--- src/rtl/assert_macros.svh ---
// assertion macros used by the top-level rtl file
`ifndef ASSERT_MACROS_SVH
`define ASSERT_MACROS_SVH
`ifndef SYNTHESIS
`define CHM_ASSERT_IMP(label, clk, rst_n, ante, cons) \
    label: assert property (@(posedge clk) disable iff (!rst_n) (ante) |-> (cons)) \
        else $error("assertion failed");
`define CHM_ASSERT_NXT(label, clk, rst_n, ante, cons) \
    label: assert property (@(posedge clk) disable iff (!rst_n) (ante) |=> (cons)) \
        else $error("assertion failed");
`else
`define CHM_ASSERT_IMP(label, clk, rst_n, ante, cons)
`define CHM_ASSERT_NXT(label, clk, rst_n, ante, cons)
`endif
`endif

--- src/rtl/chm_pkg.sv ---
// shared types, constants and helpers of the convex hull block
package chm_pkg;
    localparam int MAX_POINTS  = 64;
    localparam int COORD_BITS  = 16;
    localparam int CNT_W       = $clog2(MAX_POINTS + 2);
    localparam int IDX_W       = $clog2(MAX_POINTS);
    localparam int SIDX_W      = $clog2(MAX_POINTS + 1);
    localparam int DIFF_W      = COORD_BITS + 1;
    localparam int PROD_W      = 2 * DIFF_W;
    localparam int QUEUE_DEPTH = 4;
    localparam int QPTR_W      = $clog2(QUEUE_DEPTH);

    typedef logic signed [COORD_BITS-1:0] coord_t;

    typedef struct packed {
        coord_t x;
        coord_t y;
    } point_t;

    typedef struct packed {
        point_t pt;
        logic   store;
        logic   last;
        logic   ovf;
    } q_item_t;

    typedef struct packed {
        logic idle;
        logic emitting;
    } chm_status_t;

    function automatic logic pt_less(input point_t a, input point_t b);
        pt_less = (a.x < b.x) || ((a.x == b.x) && (a.y < b.y));
    endfunction
endpackage

--- src/rtl/chm_queue.sv ---
// short queue between front end and hull engine
module chm_queue (
    input  logic             clk,
    input  logic             rst_n,
    input  logic             push,
    input  chm_pkg::q_item_t push_item,
    output logic             full,
    input  logic             pop,
    output logic             not_empty,
    output chm_pkg::q_item_t head
);
    import chm_pkg::*;

    q_item_t           slot_reg [QUEUE_DEPTH];
    logic [QPTR_W-1:0] wr_reg, wr_next, rd_reg, rd_next;
    logic [QPTR_W:0]   cnt_reg, cnt_next;

    assign full      = (cnt_reg == (QPTR_W+1)'(QUEUE_DEPTH));
    assign not_empty = (cnt_reg != '0);
    assign head      = slot_reg[rd_reg];

    always_comb
    begin
        wr_next  = wr_reg + QPTR_W'(push);
        rd_next  = rd_reg + QPTR_W'(pop);
        cnt_next = cnt_reg + (QPTR_W+1)'(push) - (QPTR_W+1)'(pop);
    end

    always_ff @(posedge clk or negedge rst_n)
    begin
        if (!rst_n)
        begin
            wr_reg  <= '0;
            rd_reg  <= '0;
            cnt_reg <= '0;
        end
        else
        begin
            wr_reg  <= wr_next;
            rd_reg  <= rd_next;
            cnt_reg <= cnt_next;
        end
    end

    always_ff @(posedge clk)
    begin
        if (push)
        begin
            slot_reg[wr_reg] <= push_item;
        end
    end
endmodule

--- config.mk ---
export PLATFORM = sky130hd
export DESIGN_NAME = chm_queue
export DESIGN_NICKNAME = d
export VERILOG_FILES = /design/src/rtl/assert_macros.svh /design/src/rtl/chm_pkg.sv /design/src/rtl/chm_queue.sv
export SDC_FILE = /design/constraint.sdc
export NUM_CORES = 1
export LEC_CHECK = 0
export BUFFER_PORTS_ARGS = -buffer_cell sky130_fd_sc_hd__buf_2
export CAP_MARGIN = 15
export CORE_MARGIN = 5
export CORE_UTILIZATION = 40
export CTS_BUF_LIST = sky130_fd_sc_hd__clkbuf_4 sky130_fd_sc_hd__clkbuf_8 sky130_fd_sc_hd__clkbuf_16
export DETAILED_ROUTE_END_ITERATION = 10
export PLACE_DENSITY = 0.66
export SETUP_SLACK_MARGIN = 0.15
export SLEW_MARGIN = 10
export SYNTH_ARGS = -nofsm -noshare
export SYNTH_HDL_FRONTEND = slang
export SYNTH_SLANG_ARGS = --single-unit
--- constraint.sdc ---
create_clock -name clk -period 6.2 [get_ports clk]
set_input_delay 0.62 -clock clk [delete_from_list [all_inputs] [get_ports clk]]
set_output_delay 0.62 -clock clk [all_outputs]
set_load 0.005 [all_outputs]
==> results.rst <==
.. list-table::
   :header-rows: 1

   * - Metric
     - Value
   * - Run status
     - finished, final reports clean
   * - Chip height
     - 127 microns
   * - Kind of cell with the highest combined delay on the critical path
     - flip-flops
   * - Number of placement rows
     - 42
   * - Total buffers and inverters traversed by the critical path
     - 2
   * - Syn Area/Cell
     - ~26 sq um
   * - Global route overflow
     - 0
   * - Leak
     - 2.30 nW
   * - Number of vias per cell after detailed routing
     - 4.90
   * - Slew Limit Headroom
     - 0.349
   * - Clock insertion delay at the later pin of the skew report
     - 0.41 ns
   * - M3 GR Usage
     - 0.0446
   * - Largest area contributor in the netlist
     - sky130_fd_sc_hd__edfxtp_1
   * - Worst Setup Start Kind
     - register
   * - Number of pins with negative max-slew slack in the final report
     - 0
   * - CTS Root Cell
     - sky130_fd_sc_hd__clkbuf_16
   * - FF-to-FF End
     - slot_reg[1][19]$_DFFE_PP_
   * - Number of flip-flops in the largest register
     - 140
   * - Synthesis warning total
     - 0
   * - Type of element capturing the critical path
     - primary output
   * - Top Ports
     - 76
   * - 1st-pass router iterations
     - 4
   * - Number of clock sinks
     - 147
   * - Antenna-violating nets left
     - 0
   * - Main area contributors after synthesis
     - sky130_fd_sc_hd__edfxtp_1 77%, sky130_fd_sc_hd__mux4_2 12%, sky130_fd_sc_hd__dfrtp_1 3.2%
   * - CTS Buffer Depth
     - 2
   * - Wire length after detailed routing
     - 9310 microns
   * - Grt peak-use layer
     - met2
   * - Total die area
     - approximately 16000 sq um
   * - Global-route usage over all layers
     - 0.127
   * - Max rail drop VDD
     - 0.000210 V
   * - Number of nets produced by synthesis
     - 252
   * - First-pass GRT wire length
     - 14900 microns
   * - Setup bufs post-CTS
     - 0
   * - Max-capacitance violation count
     - 0
   * - Layout cells sized above 1
     - 0.455
   * - Class of the most critical setup path
     - reg -> out
   * - Hold Violations, Final
     - 0
   * - Pwr Density
     - 473 nW/um^2
   * - CTS tree
     - done
   * - Port buffer count
     - 75
   * - DR vias
     - 2381
   * - Setup repair after global routing missed its margin
     - no
   * - Core ar.
     - 13300 sq um
   * - Largest net degree at the start of global routing
     - 37
   * - Most common cell after layout, fill and taps aside
     - sky130_fd_sc_hd__edfxtp_1
   * - Die Wd
     - 127 microns
   * - Antenna diode count
     - 0
   * - Number of antenna violations at the first check in global routing
     - 1
   * - Commonest cells after routing, fill and taps aside
     - 140 x sky130_fd_sc_hd__edfxtp_1, 75 x sky130_fd_sc_hd__buf_2, 30 x sky130_fd_sc_hd__mux4_2
   * - Top cell type's share of synthesized area
     - 0.772
   * - Mean routed wirelength per cell
     - 19.2 microns
   * - Maximum clock frequency
     - 329 MHz
   * - Worst Skew
     - between 0.004 and 0.005 ns
   * - Effective utilization at floorplan
     - 0.410
   * - DRC errors left
     - 0
   * - Combined area of all synthesized cells
     - 5450 sq um
   * - Worst endpoint data arrival time
     - 2.42 ns
   * - H-tree lvl count
     - 4
   * - Via count of the first global-routing pass
     - between 2000 and 3000
   * - Req. time, crit path
     - 5.58 ns
   * - Register area share after synthesis
     - 0.804
   * - Resized Gates After CTS
     - 0
   * - Global routing met2 resource utilization
     - 0.205
   * - Count of routing violations after the opening detailed-route iteration
     - 129
   * - Hold/Removal Path Class
     - in -> async
   * - Global Route met1 Usage
     - 0.152
   * - Cells along the critical path
     - buf_4, mux4_1, buf_2
   * - Total of flip-flops plus latches after synthesis
     - 147
   * - Least-Margin Pin Slew
     - between 0.9 and 1 ns
   * - Number of cells on the worst reg-to-reg path
     - 1
   * - Period utilisation layout
     - 0.491
   * - Final critical-path required period
     - between 3 and 4 ns
   * - TNS Setup
     - 0 ns
   * - Half-perimeter wire length after placement
     - 5460 microns
   * - Setup Viol. Count Final
     - 0
   * - Reg-to-Reg Start
     - wr_reg[1]$_DFF_PN0_
   * - Synthesized instance count
     - 208
   * - Area growth, synth to finish
     - 20.1%
   * - Slowest Stage Delay on Critical Path
     - 0.73 ns
   * - Number of distinct library cells after synthesis
     - 16
   * - Number of hold buffers added after cts
     - 0
   * - Slowest stage cell on the critical path
     - sky130_fd_sc_hd__dfrtp_2
   * - Final RePlAce weighted congestion
     - 0.674
   * - Number of clock buffers inserted by TritonCTS
     - 17
   * - Flop-to-flop setup slack
     - 4.47 ns
   * - Largest fanout on the critical path
     - 21
   * - Final Cell Area
     - 6540 sq um
   * - Clock-pin slew of the registers on the worst-case setup and hold paths
     - 0.06 ns
   * - Number of nets in the finished design
     - between 300 and 400
   * - Placed cell area
     - roughly 6000 sq um
[cell usage after synthesis (all sizes together)]
master    n
and3      1
and3b     2
buf       8
dfrtp     7
edfxtp  140
fa        1
ha        4
inv       4
mux4     35
nor3b     2
or3       1
xnor3     1
xor2      2
[per-stage QoR]
step	instances	setup slack (ns)	util	total power [mW]	hold WS (ns)
after floorplan	208	2.52	-	1.92	0.324
after global placement	454	3.50	0.450	2.18	0.462
after detailed placement	454	3.49	0.450	2.20	0.463
after CTS	486	3.03	0.492	3.16	0.0101
after global routing	486	2.96	0.492	3.27	0.0167
final	486	3.16	0.492	3.09	0.0288
[where the power goes]
group | internal [mW] | switching [mW] | total (mW)
Clock | 0.591 | 0.364 | 0.955
Combinational | 0.388 | 0.309 | 0.697
Sequential | 1.31 | 0.132 | 1.44
Total | 2.29 | 0.804 | 3.09
[how the worst max path moves through the flow]
| stage | startpoint | endpoint | slack (ns) | cells after the start |
|---|---|---|---|---|
| finish | rd_reg[0]$_DFF_PN0_ | head[33] | 3.16 | 3 |
| CTS | rd_reg[0]$_DFF_PN0_ | head[33] | 3.03 | 3 |
| detailed placement | rd_reg[0]$_DFF_PN0_ | head[33] | 3.49 | 3 |
| global placement | rd_reg[0]$_DFF_PN0_ | head[33] | 3.50 | 3 |
| floorplan | push | slot_reg[0][0]$_DFFE_PP_ | 2.52 | 1 |
| global route | rd_reg[0]$_DFF_PN0_ | head[33] | 2.96 | 3 |
[routing by layer]
layer,wire length [microns],part of all wire,up-vias
met5,20,0.0021,-
met4,212,0.023,2
met3,418,0.045,21
met2,4720,0.51,60
met1,3940,0.42,1226
li1,-,-,1072
[kinds of logic after synthesis]
logic type,synth area share
xor gates and xnor gates,0.00735
and+or+nand+nor,0.00827
adders and majority gates,0.0129
buffers and inverters,0.0195
muxes,0.148
DFF,0.804
[final cells by class]
class                      instances  area (sq um)
clock inverter                    13           118
clock buffer                      19           440
tap                              176           220
timing repair buffer              78           398
multi-input combinational         49           971
fill                            1087          6750
inverter                           4          15.0
sequential                       147          4380
Power figures use the tool's default switching activity.
