[config.mk]
export PLATFORM = sky130hd
export DESIGN_NAME = chm_front
export DESIGN_NICKNAME = d
export VERILOG_FILES = /design/src/rtl/assert_macros.svh /design/src/rtl/chm_pkg.sv /design/src/rtl/chm_front.sv
export SDC_FILE = /design/constraint.sdc
export NUM_CORES = 1
export LEC_CHECK = 0
export BUFFER_PORTS_ARGS = -buffer_cell sky130_fd_sc_hd__buf_4
export CORE_MARGIN = 8
export CORE_UTILIZATION = 35
export DETAILED_ROUTE_END_ITERATION = 7
export GPL_ROUTABILITY_DRIVEN = 0
export GPL_TIMING_DRIVEN = 0
export HOLD_SLACK_MARGIN = 0.12
export MAX_ROUTING_LAYER = met4
export PLACE_DENSITY = 0.79
export SLEW_MARGIN = 20
export SYNTH_ARGS = -nofsm -noshare
export SYNTH_HDL_FRONTEND = slang
export SYNTH_SLANG_ARGS = --single-unit
[constraint.sdc]
create_clock -name clk -period 1.9 [get_ports clk]
set_input_delay 0.38 -clock clk [delete_from_list [all_inputs] [get_ports clk]]
set_output_delay 0.38 -clock clk [all_outputs]
set_load 0.01 [all_outputs]
[src/rtl/assert_macros.svh]
// assertion macros used by the top-level rtl file
`ifndef ASSERT_MACROS_SVH
`define ASSERT_MACROS_SVH
`ifndef SYNTHESIS
`define CHM_ASSERT_IMP(label, clk, rst_n, ante, cons) \
    label: assert property (@(posedge clk) disable iff (!rst_n) (ante) |-> (cons)) \
        else $error("assertion failed");
`define CHM_ASSERT_NXT(label, clk, rst_n, ante, cons) \
    label: assert property (@(posedge clk) disable iff (!rst_n) (ante) |=> (cons)) \
        else $error("assertion failed");
`else
`define CHM_ASSERT_IMP(label, clk, rst_n, ante, cons)
`define CHM_ASSERT_NXT(label, clk, rst_n, ante, cons)
`endif
`endif

[src/rtl/chm_pkg.sv]
// shared types, constants and helpers of the convex hull block
package chm_pkg;
    localparam int MAX_POINTS  = 64;
    localparam int COORD_BITS  = 16;
    localparam int CNT_W       = $clog2(MAX_POINTS + 2);
    localparam int IDX_W       = $clog2(MAX_POINTS);
    localparam int SIDX_W      = $clog2(MAX_POINTS + 1);
    localparam int DIFF_W      = COORD_BITS + 1;
    localparam int PROD_W      = 2 * DIFF_W;
    localparam int QUEUE_DEPTH = 4;
    localparam int QPTR_W      = $clog2(QUEUE_DEPTH);

    typedef logic signed [COORD_BITS-1:0] coord_t;

    typedef struct packed {
        coord_t x;
        coord_t y;
    } point_t;

    typedef struct packed {
        point_t pt;
        logic   store;
        logic   last;
        logic   ovf;
    } q_item_t;

    typedef struct packed {
        logic idle;
        logic emitting;
    } chm_status_t;

    function automatic logic pt_less(input point_t a, input point_t b);
        pt_less = (a.x < b.x) || ((a.x == b.x) && (a.y < b.y));
    endfunction
endpackage

[src/rtl/chm_front.sv]
// front end: takes points, decides store or drop and tracks overflow per set
module chm_front (
    input  logic             clk,
    input  logic             rst_n,
    input  logic             in_valid,
    output logic             in_ready,
    input  logic signed [chm_pkg::COORD_BITS-1:0] point_x,
    input  logic signed [chm_pkg::COORD_BITS-1:0] point_y,
    input  logic             set_last,
    output logic             q_push,
    output chm_pkg::q_item_t q_item,
    input  logic             q_full
);
    import chm_pkg::*;

    logic [CNT_W-1:0] count_reg, count_next;
    logic             ovf_reg, ovf_next;
    logic             store;

    assign in_ready = !q_full;
    assign q_push   = in_valid && in_ready;
    assign store    = (count_reg < CNT_W'(MAX_POINTS));

    always_comb
    begin
        q_item.pt.x  = point_x;
        q_item.pt.y  = point_y;
        q_item.store = store;
        q_item.last  = set_last;
        q_item.ovf   = ovf_reg || !store;
        count_next   = count_reg;
        ovf_next     = ovf_reg;
        if (q_push)
        begin
            if (set_last)
            begin
                count_next = '0;
                ovf_next   = 1'b0;
            end
            else
            begin
                count_next = count_reg + CNT_W'(store);
                ovf_next   = ovf_reg || !store;
            end
        end
    end

    always_ff @(posedge clk or negedge rst_n)
    begin
        if (!rst_n)
        begin
            count_reg <= '0;
            ovf_reg   <= 1'b0;
        end
        else
        begin
            count_reg <= count_next;
            ovf_reg   <= ovf_next;
        end
    end
endmodule

==> results of run 1 <==
[where the power goes]
| part | leakage [nW] | total (mW) | switching (mW) | internal (mW) |
|---|---|---|---|---|
| Clock | 0.0138 | 0.131 | 0.0588 | 0.0724 |
| Sequential | 0.0942 | 0.230 | 0.0309 | 0.199 |
| Combinational | 0.501 | 0.249 | 0.0992 | 0.149 |
| Total | 0.609 | 0.609 | 0.189 | 0.421 |
[path summary, 6_finish.rpt]
| path | to | start | cells after the start |
|---|---|---|---|
| worst max-delay path | count_reg[6] | count_reg[6] | 6 |
| worst min-delay path | count_reg[6] | rst_n | 2 |
| worst max register to register | count_reg[6] | count_reg[6] | 6 |
| worst min register to register | count_reg[5] | count_reg[5] | 2 |
| max in group asynchronous | count_reg[0] | rst_n | 2 |
| min in group clk | count_reg[5] | count_reg[5] | 2 |
[synthesized netlist by cell type]
library cell,count
sky130_fd_sc_hd__nand3_2,1
sky130_fd_sc_hd__and4bb_2,1
sky130_fd_sc_hd__and2_1,1
sky130_fd_sc_hd__ha_1,3
sky130_fd_sc_hd__nand2b_1,2
sky130_fd_sc_hd__nor4_1,2
sky130_fd_sc_hd__a221o_1,1
sky130_fd_sc_hd__or2_2,1
sky130_fd_sc_hd__o21ai_0,4
sky130_fd_sc_hd__nor2b_1,3
sky130_fd_sc_hd__buf_4,34
sky130_fd_sc_hd__or4b_1,2
sky130_fd_sc_hd__nand2b_4,1
sky130_fd_sc_hd__o21a_1,1
sky130_fd_sc_hd__dfrtp_1,8
sky130_fd_sc_hd__nand3_1,2
sky130_fd_sc_hd__inv_1,4
sky130_fd_sc_hd__a221o_2,1
sky130_fd_sc_hd__nor2_1,4
sky130_fd_sc_hd__nand2_1,7
sky130_fd_sc_hd__buf_2,2
sky130_fd_sc_hd__a21oi_1,1
sky130_fd_sc_hd__o311ai_1,1
[per-layer routing]
| metal | up-vias | global-route usage |
|---|---|---|
| met1 | 310 | 0.104 |
| met2 | 52 | 0.179 |
| met4 | 0 | 0.0350 |
| li1 | 342 | - |
| met5 | - | - |
| met3 | 0 | 0.0609 |
[per-stage QoR]
step / total power, mW / setup WS [ns] / area, um2
after detailed placement: 0.479 / 0.177 / 1090
after floorplan: 0.374 / 0.348 / 744
after global placement: 0.468 / 0.236 / 1090
final: 0.609 / 0.192 / 1120
after CTS: 0.615 / 0.168 / 1120
after global routing: 0.659 / 0.0390 / 1120
[worst reg2reg max path, stage by stage, from the launching register on]
cell and delay (ns):
sky130_fd_sc_hd__dfrtp_1 0.40, sky130_fd_sc_hd__inv_1 0.14, sky130_fd_sc_hd__ha_1 0.17, sky130_fd_sc_hd__ha_1 0.21, sky130_fd_sc_hd__nand3_2 0.12, sky130_fd_sc_hd__or4b_1 0.47, sky130_fd_sc_hd__o311ai_1 0.10
[layout make-up]
type / instances / area (um2) / area share
Buffer: 36 / 265 / 0.236
Clock buffer: 3 / 22.5 / 0.0200
Inverter: 4 / 15.0 / 0.0134
Multi-Input combinational cell: 39 / 269 / 0.239
Sequential cell: 8 / 200 / 0.178
Tap cell: 27 / 33.8 / 0.0301
Timing Repair Buffer: 42 / 318 / 0.283
[cells by family after synthesis]
| kind of cell | count (synthesis) | synth area share |
|---|---|---|
| AOI/OAI and AO/OA | 9 | 0.0840 |
| adders and majority gates | 3 | 0.0504 |
| buffers and inverters | 40 | 0.376 |
| DFF | 8 | 0.269 |
| and+or+nand+nor | 27 | 0.220 |
[timing repair]
action	CTS	global route
gates resized for setup	0	1
setup endpoints to repair	0	1
endpoints found under the hold margin	8	0
hold buffers	1	0
==> results by group, run 1 <==
Logic synthesis
  – Flop and latch count out of synthesis: 8
  – Leading post-synthesis cells by cell area: sky130_fd_sc_hd__buf_4, sky130_fd_sc_hd__dfrtp_1, sky130_fd_sc_hd__ha_1, sky130_fd_sc_hd__nand2_1, sky130_fd_sc_hd__o21ai_0
  – Unique cell type count in the Yosys netlist: 23
  – Avg Synthesized Cell Area: ~8.6 um2
  – Post-Synthesis Cell Area: around 740 um2
  – Mapped Nets: approximately 130
  – Register area share after synthesis: 0.269
  – Largest area contributor in the netlist: sky130_fd_sc_hd__buf_4
  – Post-synthesis cell count: 87
  – Warning count from the yosys run: 0
  – Synth top area share: 0.343

STA
  – Final Skew: about 0.0054 ns
  – Post-route minimum period: between 1.5 and 2 ns
  – Count of final setup violators: 0
  – Final hold viol count: 0
  – Maximum clock rate: 586 MHz
  – Aggregate negative setup slack: 0 ns
  – Final-report max-slew violation count: 0
  – Setup repair after global routing missed its margin: false
  – Worst-case headroom to the max-slew limit: 0.809
  – Post-route fraction of the period consumed by the critical path: 0.899
  – Slew at the pin closest to its max-slew limit: between 0.2 and 0.3 ns
  – Worst Hold Margin: 0.482 ns

Setup path
  – CP startpoint kind: register
  – Ordered list of cells on the worst path: inv_1 -> ha_1 -> ha_1 -> nand3_2 -> or4b_1 -> o311ai_1
  – Most common cell on crit path: sky130_fd_sc_hd__ha_1
  – Maximum fanout along the worst path: 4
  – Critical path buffers and inverters: 1
  – Kind of end point of the critical path: register
  – Library cell contributing the largest single delay on the critical path: sky130_fd_sc_hd__or4b_1
  – Worst Path Class, Setup: register to register
  – Register-to-register setup slack: 0.19 ns
  – Top cell family by delay on the critical path: simple AND/OR/NAND/NOR gates
  – WP data arrival: 1.86 ns
  – CP peak stage delay: 0.47 ns
  – Data required time of the critical path: 2.05 ns

Clock tree
  – Setup repair bufs after CTS: 0
  – Inserted Clock Buffers: 3
  – Clock Tree Buf Depth: 2
  – Clock tree from TritonCTS: built
  – Clock Sinks: 8
  – Skew-Pair Late Insertion Delay: about 0.25 ns
  – Clock-pin slew reported for the worst setup and hold paths after clock tree synthesis: around 0.060 ns
  – Clock root buffer master: sky130_fd_sc_hd__clkbuf_4
  – H-tree depth reported by CTS: 1

Global route
  – GR Overflow Total: 0
  – Pin count of the biggest net entering global routing: 11
  – Wire length of the first global-routing pass: around 3400 um
  – Antenna violations before repair: 0
  – Via count of the first global-routing pass: ~800
  – Total Routing Usage GR: 0.108

Floorplan
  – Total core area: roughly 2000 um2
  – Area of the die: 3860 um2
  – Height of the die: slightly above 60 um
  – Standard-cell rows: 16
  – Overall die width: 62.1 um
  – Starting utilization of the core area: 0.376
  – Ports placed on the boundary: 74

Layout
  – Antenna Diode Count: 0
  – Ratio of cells with drive above 1 in the final layout: 0.652
  – Most used cells in the layout excluding fill and tap cells: sky130_fd_sc_hd__buf_4, sky130_fd_sc_hd__dfrtp_1, sky130_fd_sc_hd__nand2_1
  – Final Util: 0.567
  – # nets final: between 150 and 200
  – Layout filler cell count: roughly 190
  – Area growth from synthesis to layout: 50.9%
  – Largest register FFs: 7
  – Final instance count without filler cells: 159
  – Most common cell after layout, fill and taps aside: sky130_fd_sc_hd__buf_4

Run
  – # Max-Cap Violations: 0

Routing
  – Initial DRC Count: 25
  – Wire length on met1: 844 um
  – Top sig layer: met3
  – Per-cell routed wire length: 13.0 um
  – Number of design rule violations left after detail routing: 0
  – Via/cell ratio: approximately 4.4
  – Routed met3 length: about 260 um
  – Remaining antenna violation count after routing: 0
  – Met2 WL: 971 um
  – Post-Route WL: between 2000 and 2500 um
  – Via total after detailed routing: 704
  – Number of detailed-routing iterations run before antenna repair: 4

Place
  – Port bufs: between 40 and 50
  – Total placed cells including tap cells: approximately 160
  – HPWL Detailed: between 1500 and 2000 um

Power
  – Pwr per Cell Area: ~540 nW/um2
  – Standby leakage power: 0.609 nW
  – Maximum ir drop on the vdd rail: a little over 0.0003 V

Hold path
  – Hold WC Path Type: primary input to async pin

Outcome
  – Run status: finished, final reports clean
Power figures use the tool's default switching activity.
==> run 2: changes to the inputs <==
--- a/config.mk
+++ b/config.mk
@@ -5,6 +5,7 @@
 export SDC_FILE = /design/constraint.sdc
 export NUM_CORES = 1
 export LEC_CHECK = 0
+export ABC_AREA = 1
 export BUFFER_PORTS_ARGS = -buffer_cell sky130_fd_sc_hd__buf_4
 export CORE_MARGIN = 8
 export CORE_UTILIZATION = 35
@@ -13,7 +14,7 @@
 export GPL_TIMING_DRIVEN = 0
 export HOLD_SLACK_MARGIN = 0.12
 export MAX_ROUTING_LAYER = met4
-export PLACE_DENSITY = 0.79
+export PLACE_DENSITY = 0.8
 export SLEW_MARGIN = 20
 export SYNTH_ARGS = -nofsm -noshare
 export SYNTH_HDL_FRONTEND = slang
==> constraint.sdc (replaced) <==
create_clock -name clk -period 1.76 [get_ports clk]
set_input_delay 0.352 -clock clk [delete_from_list [all_inputs] [get_ports clk]]
set_output_delay 0.352 -clock clk [all_outputs]
set_load 0.01 [all_outputs]
==> results by group, run 2 <==
Layout
  – Largest register FFs: 7 (unchanged)
  – # nets final: 181 (+4.0%)
  – Most used cells in the layout excluding fill and tap cells: sky130_fd_sc_hd__buf_4, sky130_fd_sc_hd__nand2_1, sky130_fd_sc_hd__inv_1, sky130_fd_sc_hd__dfrtp_1, sky130_fd_sc_hd__nor2_1
  – Layout filler cell count: 181 (-6.7%)
  – Final Util: 0.560 (-0.00697)
  – Area of all placed cells without fillers: 1100 um2 (-2.2%)
  – Ratio of cells with drive above 1 in the final layout: 0.633 (-0.0184)
  – Most common cell after layout, fill and taps aside: sky130_fd_sc_hd__buf_4
  – Final instance count without filler cells: 166 (+4.4%)
  – Antenna Diode Count: 0 (unchanged)
  – Area growth from synthesis to layout: 51.6%

Routing
  – Via total after detailed routing: 693 (-1.6%)
  – Number of detailed-routing iterations run before antenna repair: 4 (unchanged)
  – Top sig layer: met4
  – Met2 WL: 962 um (-0.93%)
  – Initial DRC Count: 12 (-52%)
  – Wire length on met1: 650 um (-23%)
  – Number of design rule violations left after detail routing: 0 (unchanged)
  – Remaining antenna violation count after routing: 0 (unchanged)
  – Routed met3 length: 333 um (+30%)
  – Per-cell routed wire length: 12.0 um (-7.8%)
  – Via/cell ratio: 4.17 (-5.7%)
  – Post-Route WL: 1990 um (-3.8%)

Setup path
  – Ordered list of cells on the worst path: inv_1 -> ha_1 -> ha_1 -> nand3_2 -> nor2_2 -> nand2_1 -> nand2_1 -> nand2_1 -> nor2_1
  – CP peak stage delay: 0.37 ns (-0.10 ns)
  – Data required time of the critical path: 1.95 ns (-0.10 ns)
  – Maximum fanout along the worst path: 5 (+1)
  – Worst Path Class, Setup: register to register
  – CP startpoint kind: register
  – WP data arrival: 1.60 ns (-0.26 ns)
  – Top cell family by delay on the critical path: simple AND/OR/NAND/NOR gates
  – Kind of end point of the critical path: register
  – Critical path buffers and inverters: 1 (unchanged)
  – Number of cells on the worst reg-to-reg path: 9 (+3)
  – Critical register-to-register path startpoint: count_reg[6]
  – Register-to-register setup slack: 0.35 ns (+0.16 ns)
  – Library cell contributing the largest single delay on the critical path: sky130_fd_sc_hd__dfrtp_1
  – Critical path depth in cells: 9 (+3)
  – Most common cell on crit path: sky130_fd_sc_hd__nand2_1
  – Setup crit end: count_reg[6]
  – Launching element of the worst setup path: count_reg[6]
  – FF-to-FF End: count_reg[6]

Power
  – Maximum ir drop on the vdd rail: 0.000372 V (+21%)
  – Pwr per Cell Area: 508 nW/um2 (-6.4%)
  – Standby leakage power: 0.626 nW (+2.9%)

Clock tree
  – Post-cts hold buffer count: 1 (unchanged)
  – Skew-Pair Late Insertion Delay: 0.26 ns (about the same)
  – Setup repair bufs after CTS: 0 (unchanged)
  – Inserted Clock Buffers: 3 (unchanged)
  – Clock Tree Buf Depth: 2 (unchanged)
  – Clock root buffer master: sky130_fd_sc_hd__clkbuf_4
  – Post-CTS sizing: 0 (unchanged)
  – Clock tree from TritonCTS: built
  – Clock Sinks: 8 (unchanged)
  – H-tree depth reported by CTS: 1 (unchanged)
  – Clock-pin slew reported for the worst setup and hold paths after clock tree synthesis: 0.05 ns (about the same)

STA
  – Final hold viol count: 0 (unchanged)
  – Slew at the pin closest to its max-slew limit: 0.219 ns (-0.0653 ns)
  – Post-route fraction of the period consumed by the critical path: 0.800 (-0.0990)
  – Maximum clock rate: 710 MHz (+21%)
  – Count of final setup violators: 0 (unchanged)
  – Post-route minimum period: 1.41 ns (-0.300 ns)
  – Worst-case headroom to the max-slew limit: 0.854 (+0.0447)
  – Min setup slack post-route: 0.352 ns (+0.160 ns)
  – Setup repair after global routing missed its margin: false
  – Final Skew: 0.00248 ns (-0.00296 ns)
  – Aggregate negative setup slack: 0 ns (unchanged)
  – Final-report max-slew violation count: 0 (unchanged)

Floorplan
  – Height of the die: 61.5 um (-1.0%)
  – Starting utilization of the core area: 0.369 (-0.00637)
  – Ports placed on the boundary: 74 (unchanged)
  – Standard-cell rows: 16 (unchanged)
  – Area of the die: 3780 um2 (-2.0%)
  – Total core area: 1960 um2 (-1.0%)
  – Overall die width: 61.5 um (-1.0%)

Logic synthesis
  – Leading post-synthesis cells by cell area: sky130_fd_sc_hd__buf_4, sky130_fd_sc_hd__dfrtp_1, sky130_fd_sc_hd__nand2_1, sky130_fd_sc_hd__ha_1, sky130_fd_sc_hd__inv_1
  – Flop and latch count out of synthesis: 8 (unchanged)
  – Register area share after synthesis: 0.276 (+0.00743)
  – Post-synth ARST share: 1.00 (unchanged)
  – Post-synthesis cell count: 94 (+8.0%)
  – Avg Synthesized Cell Area: 7.71 um2 (-9.9%)
  – Number of enable-type register cells in the synthesized netlist: 0 (unchanged)
  – Most frequent cell after synthesis: sky130_fd_sc_hd__buf_4
  – Warning count from the yosys run: 0 (unchanged)
  – Post-Synthesis Cell Area: 724 um2 (-2.7%)
  – Largest area contributor in the netlist: sky130_fd_sc_hd__buf_4
  – Most frequent cells after synthesis: sky130_fd_sc_hd__buf_4, sky130_fd_sc_hd__nand2_1, sky130_fd_sc_hd__inv_1, sky130_fd_sc_hd__dfrtp_1, sky130_fd_sc_hd__nor2_1
  – Unique cell type count in the Yosys netlist: 18 (-22%)
  – Mapped Nets: 134 (+5.5%)
  – Synth top area share: 0.352 (+0.00947)
  – Dominant synthesized flop cell: sky130_fd_sc_hd__dfrtp_1

Global route
  – Antenna violations before repair: 0 (unchanged)
  – Via count of the first global-routing pass: 722 (-9.9%)
  – GR Overflow Total: 0 (unchanged)
  – Total Routing Usage GR: 0.109 (+0.00122)
  – Pin count of the biggest net entering global routing: 9 (-2)
  – Wire length of the first global-routing pass: 2990 um (-12%)

Place
  – HPWL Detailed: 1750 um (-3.4%)
  – Pre-CTS setup slack: 0.363 ns (+0.186 ns)
  – Total placed cells including tap cells: 162 (+4.5%)
  – Placement Cell Area: 1070 um2 (-1.8%)
  – Port bufs: 41 (unchanged)

Hold path
  – Hold WC Path Type: primary input to register

Outcome
  – Run status: finished, final reports clean

Run
  – # Max-Cap Violations: 0 (unchanged)
run 2: cell count changes after synthesis, sizes merged, moves of 3 or more:
| cell | delta |
|---|---|
| nor2 | +5 |
| nand2b | -3 |
| inv | +8 |
| nand2 | +9 |
| nor2b | -3 |
run 2: tightest hold or removal path, cell delays in order:
cell and delay [ns]:
sky130_fd_sc_hd__buf_4 0.08, sky130_fd_sc_hd__inv_1 0.06, sky130_fd_sc_hd__nand2_1 0.05, sky130_fd_sc_hd__o21ai_0 0.07
run 2: kinds of logic after synthesis:
logic type | count (synthesis) | synth area share
adder cells (fa/ha/maj) | 3 | 0.0518
AO/OA/AOI/OAI | 6 | 0.0432
flip-flops | 8 | 0.276
buffers and inverters | 46 | 0.414
AND/OR/NAND/NOR | 31 | 0.214
run 2: worst min path at each step:
stage / from / endpoint / cells past startpoint
2_1_floorplan: rst_n / count_reg[0] / 0
3_3_place_gp: rst_n / count_reg[3] / 1
3_5_place_dp: rst_n / count_reg[5] / 1
4_1_cts: set_last / count_reg[0] / 4
5_1_grt: q_full / ovf_reg / 4
6_report: set_last / count_reg[0] / 4
run 2: layout make-up:
type,instances,area (um2),area share
plain buffers,34,255,0.232
clock buffers,3,22.5,0.0205
inverters,12,45.0,0.0410
multi-input cells,40,224,0.204
flip-flops and latches,8,200,0.182
well taps,27,33.8,0.0308
repair buffers,42,318,0.289
run 2: routing by layer:
metal / vias to the layer above / global-route usage
met3: 4 / 0.0334
met2: 50 / 0.188
li1: 344 / -
met4: 0 / 0.0779
met1: 295 / 0.0996
met5: - / -
run 2: power by group:
group	switching (mW)	internal [mW]	leakage (nW)	total, mW
Clock	0.0635	0.0781	0.0138	0.142
Combinational	0.0830	0.123	0.503	0.206
Sequential	0.0129	0.198	0.110	0.210
Total	0.159	0.398	0.626	0.558
run 2: metrics by stage:
| stage | hold WS (ns) | power, mW |
|---|---|---|
| after floorplan | 0.0564 | 0.329 |
| after global placement | 0.172 | 0.412 |
| after detailed placement | 0.180 | 0.421 |
| after CTS | 0.404 | 0.566 |
| after global routing | 0.449 | 0.590 |
| final | 0.403 | 0.558 |
==> run 3: changes to the inputs <==
--- a/config.mk
+++ b/config.mk
@@ -8,13 +8,13 @@
 export ABC_AREA = 1
 export BUFFER_PORTS_ARGS = -buffer_cell sky130_fd_sc_hd__buf_4
 export CORE_MARGIN = 8
-export CORE_UTILIZATION = 35
+export CORE_UTILIZATION = 31
 export DETAILED_ROUTE_END_ITERATION = 7
 export GPL_ROUTABILITY_DRIVEN = 0
 export GPL_TIMING_DRIVEN = 0
 export HOLD_SLACK_MARGIN = 0.12
 export MAX_ROUTING_LAYER = met4
-export PLACE_DENSITY = 0.8
+export PLACE_DENSITY = 0.75
 export SLEW_MARGIN = 20
 export SYNTH_ARGS = -nofsm -noshare
 export SYNTH_HDL_FRONTEND = slang
==> constraint.sdc (replaced) <==
create_clock -name clk -period 1.2 [get_ports clk]
set_input_delay 0.24 -clock clk [delete_from_list [all_inputs] [get_ports clk]]
set_output_delay 0.24 -clock clk [all_outputs]
set_load 0.01 [all_outputs]
==> results by group, run 3 (synthesis gave the netlist of run 2 again) <==
Outcome
  – Run status: finished with violations
  – Violated checks: setup timing

Setup path
  – Worst Path Class, Setup: register to register
  – Data required time of the critical path: 1.38 ns (-0.57 ns)
  – WP data arrival: 1.50 ns (-0.10 ns)
  – Maximum fanout along the worst path: 4 (-1)
  – Kind of end point of the critical path: register
  – Critical register-to-register path startpoint: count_reg[6]
  – Number of cells on the worst reg-to-reg path: 9 (unchanged)
  – Register-to-register setup slack: -0.12 ns (-0.47 ns)
  – CP startpoint kind: register
  – FF-to-FF End: count_reg[6]

Layout
  – Ratio of cells with drive above 1 in the final layout: 0.705 (+0.0724)
  – Final instance count without filler cells: 174 (+4.8%)
  – # nets final: 188 (+3.9%)
  – Most used cells in the layout excluding fill and tap cells: sky130_fd_sc_hd__buf_4, sky130_fd_sc_hd__nand2_1, sky130_fd_sc_hd__dfrtp_1, sky130_fd_sc_hd__inv_1, sky130_fd_sc_hd__inv_2
  – Most common cell after layout, fill and taps aside: sky130_fd_sc_hd__buf_4
  – Antenna Diode Count: 0 (unchanged)
  – Area growth from synthesis to layout: 67.7%
  – Largest register FFs: 7 (unchanged)

Routing
  – Via total after detailed routing: 719 (+3.8%)
  – Post-Route WL: 2180 um (+9.1%)
  – Initial DRC Count: 11 (-1)
  – Via/cell ratio: 4.13 (-1.0%)
  – Remaining antenna violation count after routing: 0 (unchanged)
  – Number of design rule violations left after detail routing: 0 (unchanged)
  – Per-cell routed wire length: 12.5 um (+4.1%)
  – Number of detailed-routing iterations run before antenna repair: 4 (unchanged)

Place
  – Port bufs: 41 (unchanged)
  – Total placed cells including tap cells: 163 (+0.62%)
  – Pre-CTS setup slack: -0.131 ns (-0.493 ns)
  – HPWL Detailed: 1810 um (+3.6%)

Floorplan
  – Overall die width: 64.3 um (+4.6%)
  – Ports placed on the boundary: 74 (unchanged)
  – Height of the die: 64.3 um (+4.6%)
  – Starting utilization of the core area: 0.327 (-0.0418)
  – Standard-cell rows: 17 (+1)
  – Area of the die: 4140 um2 (+9.5%)
  – Total core area: 2210 um2 (+13%)

STA
  – Post-route fraction of the period consumed by the critical path: 1.10 (+0.297)
  – Min setup slack post-route: -0.116 ns (-0.468 ns)
  – Count of final setup violators: 7 (+7)
  – Final hold viol count: 0 (unchanged)
  – Worst-case headroom to the max-slew limit: 0.812 (-0.0413)
  – Post-route minimum period: 1.32 ns (-0.0915 ns)
  – Slew at the pin closest to its max-slew limit: 0.281 ns (+0.0625 ns)
  – Final-report max-slew violation count: 0 (unchanged)
  – Final Skew: 0.000810 ns (-0.00167 ns)
  – Maximum clock rate: 760 MHz (+7.0%)
  – Setup repair after global routing missed its margin: true

Power
  – Pwr per Cell Area: 704 nW/um2 (+39%)
  – Maximum ir drop on the vdd rail: 0.000636 V (+71%)
  – Overall power: 0.855 mW (+53%)
  – Standby leakage power: 0.661 nW (+5.5%)

Clock tree
  – Clock-pin slew reported for the worst setup and hold paths after clock tree synthesis: 0.06 ns (about the same)
  – Inserted Clock Buffers: 3 (unchanged)
  – Clock Tree Buf Depth: 2 (unchanged)
  – Clock root buffer master: sky130_fd_sc_hd__clkbuf_4
  – Skew-Pair Late Insertion Delay: 0.25 ns (about the same)
  – Clock Sinks: 8 (unchanged)
  – H-tree depth reported by CTS: 1 (unchanged)
  – Clock tree from TritonCTS: built

Global route
  – Total Routing Usage GR: 0.104 (-0.00472)
  – GR Overflow Total: 0 (unchanged)
  – Met1 Track Usage GR: 0.0868 (-0.0128)
  – Wire length of the first global-routing pass: 3460 um (+15%)
  – Met2 GRT Util: 0.188 (about the same)
  – Antenna violations before repair: 0 (unchanged)
  – Via count of the first global-routing pass: 762 (+5.5%)
  – Global-route layer with the greatest usage: met2
  – Pin count of the biggest net entering global routing: 9 (unchanged)
  – Grt met3 use: 0.0749 (+0.0415)

Hold path
  – Hold path startpoint: set_last
  – WHS Path Cells: 4 (unchanged)
  – Hold Crit Endpoint: count_reg[1]
  – Hold WC Path Type: primary input to register

Run
  – # Max-Cap Violations: 0 (unchanged)
==> run 3: repair_timing <==
| item | 4_1_cts | 5_1_grt |
|---|---|---|
| pin swaps | 5 | 0 |
| hold endpoints to repair | 8 | 0 |
| hold buffers | 1 | 0 |
| buffers inserted | 4 | 4 |
| gates resized for setup | 5 | 6 |
| endpoints found under the setup margin | 6 | 7 |
==> run 3: area by class of cell <==
cell class / instances / area [um2]
Tap cell: 28 / 35.0
Multi-Input combinational cell: 40 / 279
Inverter: 12 / 45.0
Clock buffer: 3 / 22.5
Timing Repair Buffer: 50 / 385
Buffer: 33 / 248
Fill cell: 204 / 997
Sequential cell: 8 / 200
==> run 3: per-stage QoR <==
step	setup TNS [ns]	hold WS, ns	instance area [um2]	utilization
finish	-0.435	0.281	1210	0.549
global route	-0.930	0.303	1210	0.549
CTS	-0.236	0.275	1180	0.532
detailed placement	-0.201	0.0674	1090	0.494
global placement	-0.142	0.0648	1090	0.494
floorplan	-0.00939	-0.0556	749	-
==> run 3: worst max path at each step <==
| stage | startpoint | endpoint | slack (ns) | depth (start not counted) |
|---|---|---|---|---|
| 2_1_floorplan | count_reg[6] | count_reg[6] | -0.009 | 8 |
| 5_1_grt | count_reg[6] | count_reg[6] | -0.21 | 9 |
| 3_3_place_gp | count_reg[6] | count_reg[6] | -0.1 | 8 |
| 3_5_place_dp | count_reg[6] | count_reg[6] | -0.13 | 9 |
| 4_1_cts | count_reg[6] | count_reg[6] | -0.08 | 9 |
| 6_report | count_reg[6] | count_reg[6] | -0.12 | 9 |
==> run 3: per-layer routing <==
layer / part of all wire / vias up
met5: 0 / -
met4: 0 / 0
met3: 0.14 / 0
met2: 0.53 / 55
met1: 0.34 / 302
li1: - / 362
==> run 3: power by group <==
part	switching (mW)	total, mW	internal, mW
Combinational	0.135	0.334	0.199
Sequential	0.0247	0.314	0.290
Clock	0.0930	0.208	0.115
==> run 3: worst max-delay path, stage by stage (launching register included) <==
cell,delay [ns]
sky130_fd_sc_hd__dfrtp_1,0.39
sky130_fd_sc_hd__inv_2,0.10
sky130_fd_sc_hd__ha_4,0.14
sky130_fd_sc_hd__ha_4,0.13
sky130_fd_sc_hd__nand3_4,0.09
sky130_fd_sc_hd__nor2_4,0.11
sky130_fd_sc_hd__nand2_2,0.07
sky130_fd_sc_hd__nand2_1,0.06
sky130_fd_sc_hd__nand2_1,0.04
sky130_fd_sc_hd__nor2_1,0.10
